`config.mk`:
```
export PLATFORM = sky130hd
export DESIGN_NAME = bia_ram
export DESIGN_NICKNAME = d
export VERILOG_FILES = /design/src/bitmap_id_allocator_top_macros.svh /design/src/bia_pkg.sv /design/src/bia_ram.sv
export SDC_FILE = /design/constraint.sdc
export NUM_CORES = 2
export LEC_CHECK = 0
export BUFFER_PORTS_ARGS = -buffer_cell sky130_fd_sc_hd__buf_2
export CAP_MARGIN = 20
export CORE_MARGIN = 2
export CORE_UTILIZATION = 30
export CTS_CLUSTER_SIZE = 25
export DETAILED_ROUTE_END_ITERATION = 7
export PLACE_DENSITY = 0.46
export SYNTH_ARGS = -nofsm -noshare
export SYNTH_HDL_FRONTEND = slang
export SYNTH_SLANG_ARGS = --single-unit
```
`constraint.sdc`:
```
create_clock -name clk -period 6.4 [get_ports clk]
set_clock_uncertainty 0.2 [all_clocks]
set_input_delay 0.64 -clock clk [delete_from_list [all_inputs] [get_ports clk]]
set_output_delay 0.64 -clock clk [all_outputs]
set_load 0.02 [all_outputs]
```
`src/bitmap_id_allocator_top_macros.svh`:
```
// Assertion macros shared by the allocator RTL.
// Each macro expects clk and rst_n in scope of the module that uses it.
`ifndef BITMAP_ID_ALLOCATOR_TOP_MACROS_SVH
`define BITMAP_ID_ALLOCATOR_TOP_MACROS_SVH

`ifndef NO_ASSERTIONS

// Check a condition at every clock edge outside reset
`define BIA_HOLDS(label, cond) \
  label: assert property (@(posedge clk) disable iff (!rst_n) (cond)) \
    else $error("bia: invariant violated");

// Check that a condition implies another in the same cycle
`define BIA_IMPLIES(label, ante, cons) \
  label: assert property (@(posedge clk) disable iff (!rst_n) (ante) |-> (cons)) \
    else $error("bia: implication violated");

// Check that a condition implies another in the following cycle
`define BIA_NEXT(label, ante, cons) \
  label: assert property (@(posedge clk) disable iff (!rst_n) (ante) |=> (cons)) \
    else $error("bia: sequence violated");

`else

`define BIA_HOLDS(label, cond)
`define BIA_IMPLIES(label, ante, cons)
`define BIA_NEXT(label, ante, cons)

`endif

`endif

```
`src/bia_pkg.sv`:
```
package bia_pkg;

  // Default geometry
  localparam int UNIT_BITS_DEF  = 64;
  localparam int UNIT_COUNT_DEF = 64;
  localparam int KEY_BITS_DEF   = 64;

  // Channel field widths
  localparam int ACTION_W      = 2;
  localparam int KEY_VALUE_W   = 64;
  localparam int TARGET_ID_W   = 12;
  localparam int STATUS_W      = 2;
  localparam int ASSIGNED_ID_W = 12;
  localparam int KEY_COUNT_W   = 13;

  // Fraction bits of the reciprocal used to split an id into unit and bit
  localparam int SPLIT_SHIFT = 20;

  typedef enum logic [ACTION_W-1:0] {
    ACT_ADD      = 2'd0,
    ACT_UNSET    = 2'd1,
    ACT_TRUNCATE = 2'd2
  } action_t;

  typedef enum logic [STATUS_W-1:0] {
    STAT_OK        = 2'd0,
    STAT_NOT_FOUND = 2'd1,
    STAT_FULL      = 2'd2
  } status_t;

  typedef enum logic [1:0] {
    S_IDLE,
    S_ADDR,
    S_UPDATE
  } state_t;

  // Index width for n entries, at least one bit
  function automatic int width_of(input int n);
    width_of = (n > 1) ? $clog2(n) : 1;
  endfunction

endpackage

```
`src/bia_ram.sv`:
```
module bia_ram #(
  parameter int DEPTH = bia_pkg::UNIT_COUNT_DEF,
  parameter int WIDTH = bia_pkg::UNIT_BITS_DEF
) (
  input  logic                                clk,
  input  logic                                we,
  input  logic [bia_pkg::width_of(DEPTH)-1:0] waddr,
  input  logic [WIDTH-1:0]                    wdata,
  input  logic                                re,
  input  logic [bia_pkg::width_of(DEPTH)-1:0] raddr,
  output logic [WIDTH-1:0]                    rdata
);
  import bia_pkg::*;

  logic [WIDTH-1:0] mem [DEPTH];

  // Write and registered read
  always_ff @(posedge clk) begin
    if (we) begin
      mem[waddr] <= wdata;
    end
    if (re) begin
      rdata <= mem[raddr];
    end
  end

endmodule

```
# After elaboration in Yosys (flattened, before gate mapping)
# Memories as Yosys holds them, arrays and structs flattened. A register that Yosys moved wholly into a read port is not among the register bits.
# Cells that the tools add are included.
[word_totals]
ff_bits = 0
ram_bits = 4096
input_bits = 79
out_inout_bits = 64
wordCells = 3
n_memories = 1
[mem_list]
columns = ["name", "depth", "word_bits", "rd", "rd_clocked_by_memory_dff", "write_ports", "line", "source"]
rows = [
  ["mem", 64, 64, 1, 1, 1, "bia_ram.sv:15", "logic [WIDTH-1:0] mem [DEPTH];"],
]
[classes]
n_mux = 2
[ops]
columns = ["cell", "n"]
rows = [
  ["two-way mux 1 bit", 2],
]

# Logic depth before layout (Yosys ltp)
[depth]
word_depth = 2
mapped_depth = 9

# Least setup slack after synthesis
# Ideal clock, no wire load.
[synth_path]
path_kind = "in2reg"
start = "in waddr[3] (netlist name)"
end = "mem mem[48][0] (netlist name) (enable)"
setup_ns = 0.564
t_arrival_ns = 5.512
required_ns = 5.636
setup_slack_ns = 0.124
path_stages = 4
path_cell_list = "clkbuf_1 -> nor2b_1 -> nand4b_1 -> nor3_1"
[synth_rtl]
columns = ["element", "line", "source"]
rows = [
  ["start, declared", "bia_ram.sv:7", "input logic [bia_pkg::width_of(DEPTH)-1:0] waddr,"],
  ["end, declared", "bia_ram.sv:15", ""],
]
# Straight into the memory's write port.

==> impl_metrics.json <==
{
  "synth_edf_count": 4160,
  "die_x_um": 727,
  "die_area_um2": 529000,
  "crit_slowest_cell": "and2_4",
  "drt_iter0_markers": 8376,
  "ant_nets": 0,
  "synth_nets": 6677,
  "h-tree-depth": 5,
  "holdWs_ns": 0.115,
  "path_depth": 6,
  "antenna_found_initial": 56,
  "peakVddDrop_mv": 0.246,
  "cts_num_sinks": 4160,
  "tns_ns": 0,
  "cp_num_buf_inv": 2,
  "crit_start": "raddr[3]",
  "hold_buffers": 2,
  "maxSlewHeadroom": 0.188,
  "finalHoldViolCount": 0,
  "synthesis.area_per_instance_um2": 23.8,
  "slew_violations": 0,
  "r2r_start": "mem[8][48]$_DFFE_PP_",
  "async_flop_share": 0,
  "synth_seq_cells": 4160,
  "path_max_fanout": 45,
  "grt_max_degree": 105,
  "hpwl_um": 264000,
  "post-cts-setup-buffer-count": 0,
  "max_stage_delay_ns": 0.97,
  "die-height_um": 727,
  "cp_top_family": "simple AND/OR/NAND/NOR gates",
  "clk_pin_slew_worst_paths_ns": 0.06,
  "place_congestion": 0.743,
  "numPortBuffers": 142,
  "mostFrequentLayoutCells": "edfxtp_1 (4160), mux4_2 (1024), clkbuf_16 (447)",
  "setup_viol": 0,
  "core_um2": 521000,
  "post_cts_resized": 0,
  "post_drt_via_cell_ratio": 5.24,
  "synth_area_um2": 157000,
  "endpoint_kind": "register",
  "yosysWarningCount": 0,
  "fin_cells": 14451,
  "std_cell_rows": 265,
  "max-clock-path-buffers": 4,
  "r2r_setup_slack_ns": 3.98,
  "worstPathRequired_ns": 6.91,
  "start_kind": "input port",
  "final_common_cell": "edfxtp_1",
  "place_inst": 13555,
  "num_vias": 75762,
  "start_util": 0.301,
  "worst_slew_pin_slew_ns": 1.22,
  "grt-ovfl-total": 0,
  "wirelength_um": 501000,
  "dpl-instance-area_um2": 168000,
  "drcViolationCount": 0,
  "first_global_vias": 77580,
  "layout-drive-gt1-share": 0.283,
  "clock_latency_ns": 1.01,
  "drt_pass1_iterations": 5,
  "syn_inst": 6598,
  "cts_root_buf": "clkbuf_16",
  "synth_cell_types": 32,
  "power_leakage_nw": 55.9,
  "fin_crit_ns": 3.26,
  "cts_buffers": 441,
  "endpoint": "rdata[23]$_DFFE_PP_",
  "grt_pass1_wl_um": 678000,
  "ys_seq_area_frac": 0.796,
  "syn2layout_area_growth_pct": 16.5,
  "rsz0062_at_grt": "false",
  "wl_per_cell_um": 34.6,
  "r2r_end": "rdata[48]$_DFFE_PP_",
  "arrival_ns": 3.77,
  "status": "complete, no violations",
  "final_util": 0.351,
  "cts_tree": "yes",
  "crit_type": "input port to register",
  "power.density_nw_per_um2": 315,
  "max_clock_freq_ghz": 0.307,
  "period_share": 0.509,
  "reg2reg_depth": 5,
  "track_usage": 0.185,
  "fin_nets": 7198,
  "crit_chain": "buf_2 -> and2_4 -> buf_12 -> a22oi_1 -> and3_1 -> a211oi_1",
  "io_pins": 143,
  "synth-main-ff-cell": "edfxtp_1",
  "postLayoutCellArea_um2": 183000,
  "maxCapViolCount": 0,
  "hold_class": "input port to register"
}
## logic make-up after synthesis
logic type             after synthesis  share of synthesized area
DFF                               4160                      0.796
and+or+nand+nor                    386                     0.0123
muxes                             1159                      0.156
AOI/OAI and AO/OA                  504                     0.0247
buffers and inverters              389                     0.0118
## where the power goes
part / leakage, nW / switching (W) / total [W] / internal (W)
clock: 6.63 / 0.0107 / 0.0246 / 0.0139
combinational: 11.8 / 0.00174 / 0.00274 / 0.000993
sequential: 37.5 / 0.000109 / 0.0303 / 0.0302
total: 55.9 / 0.0125 / 0.0576 / 0.0451
## sequential cells by signal, summed over array words and instances, names as in the netlist
name	cells
mem	4096
rdata	64
## metal layers
metal | track usage | vias to the layer above | share of wire
met2 | 0.316 | 2786 | 0.50
met3 | 0.0276 | 592 | 0.060
li1 | - | 29705 | -
met1 | 0.252 | 42661 | 0.42
met4 | 0.0417 | 18 | 0.023
met5 | 0 | - | 0.00023
## worst reg2reg max path: stages (launching register included)
cell and delay [ns]:
edfxtp_1 0.37, mux4_2 0.48, nor2b_1 0.15, a211oi_1 0.37
o22ai_1 0.36, and3_1 0.25
## metrics by stage
step                worst slack (ns)  power [W]
floorplan                      0.124     0.0323
CTS                             3.16     0.0582
finish                          3.14     0.0576
detailed placement              2.10     0.0337
global placement                2.06     0.0336
global route                    3.06     0.0594
## layout make-up
| cell class | count | area [µm²] |
|---|---|---|
| antenna | 28 | 70.1 |
| clock buffer | 559 | 11600 |
| clock inverter | 246 | 2060 |
| fill | 47775 | 338000 |
| inverter | 19 | 71.3 |
| multi-input combinational | 2049 | 30800 |
| sequential | 4160 | 125000 |
| tap | 6942 | 8690 |
| timing repair buffer | 448 | 4660 |
## worst min-delay path by stage
stage / from / end / slack [ns] / depth (start not counted)
2_1_floorplan: wdata[0] / mem[0][0]$_DFFE_PP_ / 0.54 / 0
3_3_place_gp: mem[47][2]$_DFFE_PP_ / rdata[2]$_DFFE_PP_ / 0.69 / 4
3_5_place_dp: mem[45][2]$_DFFE_PP_ / rdata[2]$_DFFE_PP_ / 0.70 / 4
4_1_cts: wdata[55] / mem[26][55]$_DFFE_PP_ / 0.08 / 1
5_1_grt: wdata[44] / mem[61][44]$_DFFE_PP_ / 0.11 / 1
6_report: wdata[44] / mem[34][44]$_DFFE_PP_ / 0.12 / 1
## synthesized netlist by cell type, types with 2 or more instances
library cell,instances,area share
or2_2,28,0.0011
buf_1,20,0.00048
mux4_2,1024,0.15
a211oi_1,63,0.0030
clkbuf_1,140,0.0033
inv_1,19,0.00045
nand2b_1,11,0.00044
and2_1,3,0.00012
o22ai_1,83,0.0033
nor3_1,2,0.000064
nand4_1,2,0.000080
a22o_1,88,0.0049
edfxtp_1,4160,0.80
nor2_1,112,0.0027
a41oi_1,26,0.0015
nor2b_1,28,0.0011
and3_1,64,0.0026
nand3b_1,2,0.000096
buf_6,6,0.00043
a2bb2oi_1,19,0.0011
o221ai_1,38,0.0021
buf_2,170,0.0054
mux2i_1,135,0.0086
a31oi_1,18,0.00072
or3_1,29,0.0012
buf_4,34,0.0016
nand2_1,58,0.0014
a22oi_1,168,0.0080
nand3_1,45,0.0014
Note: power is estimated with default switching activity, not from simulation.
