**config.mk**
```make
export PLATFORM = sky130hd
export DESIGN_NAME = bia_id_split
export DESIGN_NICKNAME = d
export VERILOG_FILES = /design/src/bitmap_id_allocator_top_macros.svh /design/src/bia_pkg.sv /design/src/bia_id_split.sv
export SDC_FILE = /design/constraint.sdc
export NUM_CORES = 1
export LEC_CHECK = 0
export ABC_AREA = 0
export ABC_CLOCK_PERIOD_IN_PS = 800
export BUFFER_PORTS_ARGS = -buffer_cell sky130_fd_sc_hd__buf_2
export CAP_MARGIN = 20
export CORE_AREA = 10 10 47 49
export CTS_BUF_LIST = sky130_fd_sc_hd__clkbuf_4 sky130_fd_sc_hd__clkbuf_8
export CTS_CLUSTER_DIAMETER = 120
export DETAILED_ROUTE_END_ITERATION = 10
export DIE_AREA = 0 0 57 59
export HOLD_SLACK_MARGIN = 0.06
export PLACE_DENSITY = 0.77
export SLEW_MARGIN = 20
export SYNTH_ARGS = -nofsm -noshare
export SYNTH_HDL_FRONTEND = slang
export SYNTH_SLANG_ARGS = --single-unit
export TNS_END_PERCENT = 100
```
**constraint.sdc**
```tcl
create_clock -name clk -period 0.8 [get_ports clk]
set_input_delay 0.04 -clock clk [delete_from_list [all_inputs] [get_ports clk]]
set_output_delay 0.04 -clock clk [all_outputs]
set_load 0.05 [all_outputs]
```
**src/bitmap_id_allocator_top_macros.svh**
```systemverilog
// Assertion macros shared by the allocator RTL.
// Each macro expects clk and rst_n in scope of the module that uses it.
`ifndef BITMAP_ID_ALLOCATOR_TOP_MACROS_SVH
`define BITMAP_ID_ALLOCATOR_TOP_MACROS_SVH

`ifndef NO_ASSERTIONS

// Check a condition at every clock edge outside reset
`define BIA_HOLDS(label, cond) \
  label: assert property (@(posedge clk) disable iff (!rst_n) (cond)) \
    else $error("bia: invariant violated");

// Check that a condition implies another in the same cycle
`define BIA_IMPLIES(label, ante, cons) \
  label: assert property (@(posedge clk) disable iff (!rst_n) (ante) |-> (cons)) \
    else $error("bia: implication violated");

// Check that a condition implies another in the following cycle
`define BIA_NEXT(label, ante, cons) \
  label: assert property (@(posedge clk) disable iff (!rst_n) (ante) |=> (cons)) \
    else $error("bia: sequence violated");

`else

`define BIA_HOLDS(label, cond)
`define BIA_IMPLIES(label, ante, cons)
`define BIA_NEXT(label, ante, cons)

`endif

`endif

```
**src/bia_pkg.sv**
```systemverilog
package bia_pkg;

  // Default geometry
  localparam int UNIT_BITS_DEF  = 64;
  localparam int UNIT_COUNT_DEF = 64;
  localparam int KEY_BITS_DEF   = 64;

  // Channel field widths
  localparam int ACTION_W      = 2;
  localparam int KEY_VALUE_W   = 64;
  localparam int TARGET_ID_W   = 12;
  localparam int STATUS_W      = 2;
  localparam int ASSIGNED_ID_W = 12;
  localparam int KEY_COUNT_W   = 13;

  // Fraction bits of the reciprocal used to split an id into unit and bit
  localparam int SPLIT_SHIFT = 20;

  typedef enum logic [ACTION_W-1:0] {
    ACT_ADD      = 2'd0,
    ACT_UNSET    = 2'd1,
    ACT_TRUNCATE = 2'd2
  } action_t;

  typedef enum logic [STATUS_W-1:0] {
    STAT_OK        = 2'd0,
    STAT_NOT_FOUND = 2'd1,
    STAT_FULL      = 2'd2
  } status_t;

  typedef enum logic [1:0] {
    S_IDLE,
    S_ADDR,
    S_UPDATE
  } state_t;

  // Index width for n entries, at least one bit
  function automatic int width_of(input int n);
    width_of = (n > 1) ? $clog2(n) : 1;
  endfunction

endpackage

```
**src/bia_id_split.sv**
```systemverilog
module bia_id_split #(
  parameter int UNIT_BITS = bia_pkg::UNIT_BITS_DEF
) (
  input  logic                            clk,
  input  logic                            load,
  input  logic [bia_pkg::TARGET_ID_W-1:0] id,
  output logic [bia_pkg::TARGET_ID_W-1:0] quot,
  output logic [bia_pkg::width_of(UNIT_BITS)-1:0] rem
);
  import bia_pkg::*;

  localparam int BIT_W  = width_of(UNIT_BITS);
  localparam int RECIP  = (1 << SPLIT_SHIFT) / UNIT_BITS;
  localparam int PROD_W = TARGET_ID_W + SPLIT_SHIFT;

  logic [PROD_W-1:0]      prod;
  logic [TARGET_ID_W-1:0] id_r;
  logic [TARGET_ID_W-1:0] qest_r;
  logic [TARGET_ID_W-1:0] back;
  logic [TARGET_ID_W-1:0] rem_raw;

  // Estimate the quotient; it is exact or one short
  assign prod = PROD_W'(id) * PROD_W'(RECIP);

  always_ff @(posedge clk) begin
    if (load) begin
      id_r   <= id;
      qest_r <= prod[PROD_W-1:SPLIT_SHIFT];
    end
  end

  // Correct the estimate with one compare and subtract
  assign back    = TARGET_ID_W'(qest_r * TARGET_ID_W'(UNIT_BITS));
  assign rem_raw = id_r - back;

  always_comb begin
    if (rem_raw >= TARGET_ID_W'(UNIT_BITS)) begin
      quot = qest_r + TARGET_ID_W'(1);
      rem  = BIT_W'(rem_raw - TARGET_ID_W'(UNIT_BITS));
    end else begin
      quot = qest_r;
      rem  = BIT_W'(rem_raw);
    end
  end

endmodule

```
**Word level (Yosys, flattened, before mapping)**

Cells that the tools add are included.
Widths: inputs -> output; s select.

- Add/subtract/negate cells: 3
- $lt $le $gt $ge: 1
- Mux-type cells: 2

Operators by type and width:

| kind | count |
|---|---|
| $ge 12x7->1 const B | 1 |
| $sub 12x12->12 | 1 |
| $add 6x1->7 const B | 1 |
| $mux 7 | 1 |
| $mux 6 | 1 |
| $sub 6x1->6 const B | 1 |

- Flip-flop bits (word level): 18
- Input bits: 14
- Output and inout bits: 18
- Word-level logic and storage cells: 8

**Logic depth before layout (Yosys ltp)**

- Depth after elaboration: 3
- Gate-level depth with buffers: 1
- Mapped depth without buffers: 0

**Worst setup path before layout**

Ideal clock, no wire load.

- Path kind: reg2out
- Start point: register id_r[6]
- End point: output port quot[0] (netlist name)
- Data arrival time: 0.601 ns
- Required time: 0.760 ns
- Path slack: 0.159 ns
- Cell stages (with the launch flop): 1
- Buffers on the path: 0
- Path through: edfxtp_1

- Longest elaborated chain between the ends: 3

Ends and longest elaborated chain:

| item | line | text |
|---|---|---|
| from (decl) | bia_id_split.sv:17 | `logic [TARGET_ID_W-1:0] id_r;` |
| from (signal assigned) | bia_id_split.sv:27 | `id_r <= id;` |
| $sub 12x12->12 | bia_id_split.sv:34 | `assign rem_raw = id_r - back;` |
| $ge 12x7->1 | bia_id_split.sv:37 | `if (rem_raw >= TARGET_ID_W'(UNIT_BITS)) begin` |
| $mux 7 | bia_id_split.sv:37 |  |
| to (decl) | bia_id_split.sv:7 | `output logic [bia_pkg::TARGET_ID_W-1:0] quot,` |

Every way passes these cells.

**Final worst setup path**

- Start point: register id_r[1]
- End point: output port rem[1] (netlist name)

- Longest elaborated chain between the ends: 3
- Elaborated cells between the ends (all ways): 4
- Those cells by class: add/sub (2); order compare (1); mux (1)

Ends and longest elaborated chain:

| item | line | text |
|---|---|---|
| $sub 12x12->12 * | bia_id_split.sv:34 |  |
| $ge 12x7->1 / $sub 6x1->6 (equally long branches) | bia_id_split.sv:37, bia_id_split.sv:39 |  |
| $mux 6 * | bia_id_split.sv:37 |  |
| to (decl) | bia_id_split.sv:8 | `output logic [bia_pkg::width_of(UNIT_BITS)-1:0] rem` |

Every way passes the cells marked *; elsewhere a longest branch is shown, timed or not.

==> metrics.csv <==
stage,metric,value,unit
clock_tree,clockBufferDepth,2,
finish,n_antenna_cell,0,
hold_path,holdCritPathClass,input pin to flip-flop,
worst_setup_path,crit_buf_inv,1,
global_routing,antenna_found_initial,0,
detailed_routing,avgViaCountPerCell,3.91,
finish,fillers,112,
yosys,yosysWarnings,0,
worst_setup_path,critPathCaptureType,output port,
yosys,syn_area_per_cell,21.5,µm²
power_and_ir_drop,ir_drop,1040,µV
clock_tree,root_buffer,clkbuf_4,
detailed_routing,firstDrtPassIters,4,
yosys,ys_seq_elements,12,
detailed_routing,drtAntennaViolNets,0,
worst_setup_path,crit_chain,buf_6,
sta,final-setup-viol-count,12,
status,outcome,"finished, violations left",
finish,final_cell_count_no_fill,74,
finish,top_register,id_r,
worst_setup_path,worstPathRequired,760,ps
power_and_ir_drop,p_per_area,2100,nW/µm²
global_routing,grt_pass1_vias,343,
detailed_routing,first_iter_violations,4,
hold_path,hp-start,load,
die,start_util,29.2,%
hold_path,holdPathStages,1,
sta,post-route-period-util,112,%
yosys,synth.distinct_cells,3,
worst_setup_path,max_stage_delay,410,ps
die,die_h,59,µm
finish,area_growth,82.3,%
hold_path,hold_end,id_r[9],
global_routing,grt-ovfl-total,0,
sta,rsz0062_at_grt,true,
die,num_rows,14,
sta,period_minus_slack,893,ps
finish,utilization,53.2,%
sta,finalHoldViolCount,0,
die,ios,32,
clock_tree,ctsHtreeMaxLevel,1,
clock_tree,cts.clk_slew.worst_paths,70,ps
detailed_routing,wl,1240,µm
power_and_ir_drop,leakagePower,0.325,nW
worst_setup_path,worstPathMaxFanout,1,
clock_tree,cts_tree,built,
yosys,netlist_instances,19,
finish,top_regs,id_r (12),
die,core,1400,µm²
sta,fin_ws,-92.8,ps
worst_setup_path,crit_family,flip-flops,
global_routing,grt_pass1_wl,1970,µm
global_routing,track_usage,7.87,%
yosys,synth_seq_area_share,88.1,%
detailed_routing,vias,289,
worst_setup_path,start_kind,flip-flop,
finish,nets,74,
clock_tree,cts_buffers,3,
sta,fmax,1120,MHz
finish,largest_reg_flops,12,
finish,drive_gt1_share,48.3,%
yosys,synthesis.area,409,µm²
global_routing,grt_max_degree,13,
flow_run,drv_cap,0,
sta,hold_slack,159,ps
worst_setup_path,crit_slowest_cell,edfxtp_1,
placed_design,io_buffers,25,
worst_setup_path,cp.arrival,850,ps
clock_tree,cts_sinks,12,
detailed_routing,drc_errors,0,
placed_design,pre_cts_ws,168,ps
status,violations,setup timing,
worst_setup_path,crit_type,flip-flop to output port,
die,die-area,3360,µm²
die,fp.dieW,57,µm
detailed_routing,drt-wirelength-per-cell,16.7,µm
placed_design,place_inst,59,
sta,slew_viol_final,0,
placed_design,gp_congestion,0.628,
## cell usage in the layout (no fill, tap or decap)
| master | n |
|---|---|
| conb_1 | 6 |
| dlygate4sd3_1 | 12 |
| clkbuf_4 | 3 |
| buf_6 | 12 |
| edfxtp_1 | 12 |
| buf_2 | 13 |
## layer usage
layer | vias to the layer above | global-route usage (%) | part of all wire (%)
met5 | - | 0 | 0
li1 | 134 | - | -
met2 | 28 | 9.30 | 38
met1 | 123 | 7.98 | 37
met4 | 0 | 6.04 | 2.1
met3 | 4 | 7.94 | 23
## power by group
group	internal, mW	leakage (nW)	total (mW)	switching (mW)
Clock	0.174	0.0138	0.357	0.183
Combinational	0.149	0.193	0.433	0.284
Sequential	0.748	0.117	0.773	0.0245
Total	1.07	0.325	1.56	0.492
## repair_timing
item	4_1_cts	5_1_grt
setup endpoints to repair	12	12
gates resized for setup	24	0
endpoints found under the hold margin	12	0
buffers inserted	0	0
hold buffers	12	0
## Yosys cell counts
cell	instances	area (µm²)
conb_1	1	3.75
edfxtp_1	12	360
buf_4	6	45.0
## worst max path at each step
stage / cells past startpoint / slack [ps] / start / end
finish: 1 / -90 / id_r[1] / rem[1]
global route: 1 / -140 / id_r[1] / rem[1]
CTS: 1 / -100 / id_r[1] / rem[1]
detailed placement: 1 / 170 / id_r[1] / rem[1]
global placement: 1 / 200 / id_r[4] / rem[4]
floorplan: 0 / 160 / id_r[6] / quot[0]
## stage by stage
step           cell area [µm²]  setup TNS [ps]  total power [mW]
4_1_cts                    746            -783              1.55
6_report                   746            -787              1.56
3_5_place_dp               528               0              1.10
5_1_grt                    746           -1230              1.62
3_3_place_gp               528               0              1.09
2_1_floorplan              428               0              1.03
## cell families after synthesis
| group | after synthesis | share of synthesized area [%] |
|---|---|---|
| buffers and inverters | 6 | 11.0 |
| flip-flops | 12 | 88.1 |
| other | 1 | 0.917 |
## layout make-up
cell class | instances | area, µm² | area share (%)
tap | 16 | 20.0 | 2.68
timing repair buffer | 37 | 320 | 43.0
multi-input combinational | 6 | 22.5 | 3.02
sequential | 12 | 360 | 48.3
clock buffer | 3 | 22.5 | 3.02
(Power assumes the default switching activity.)
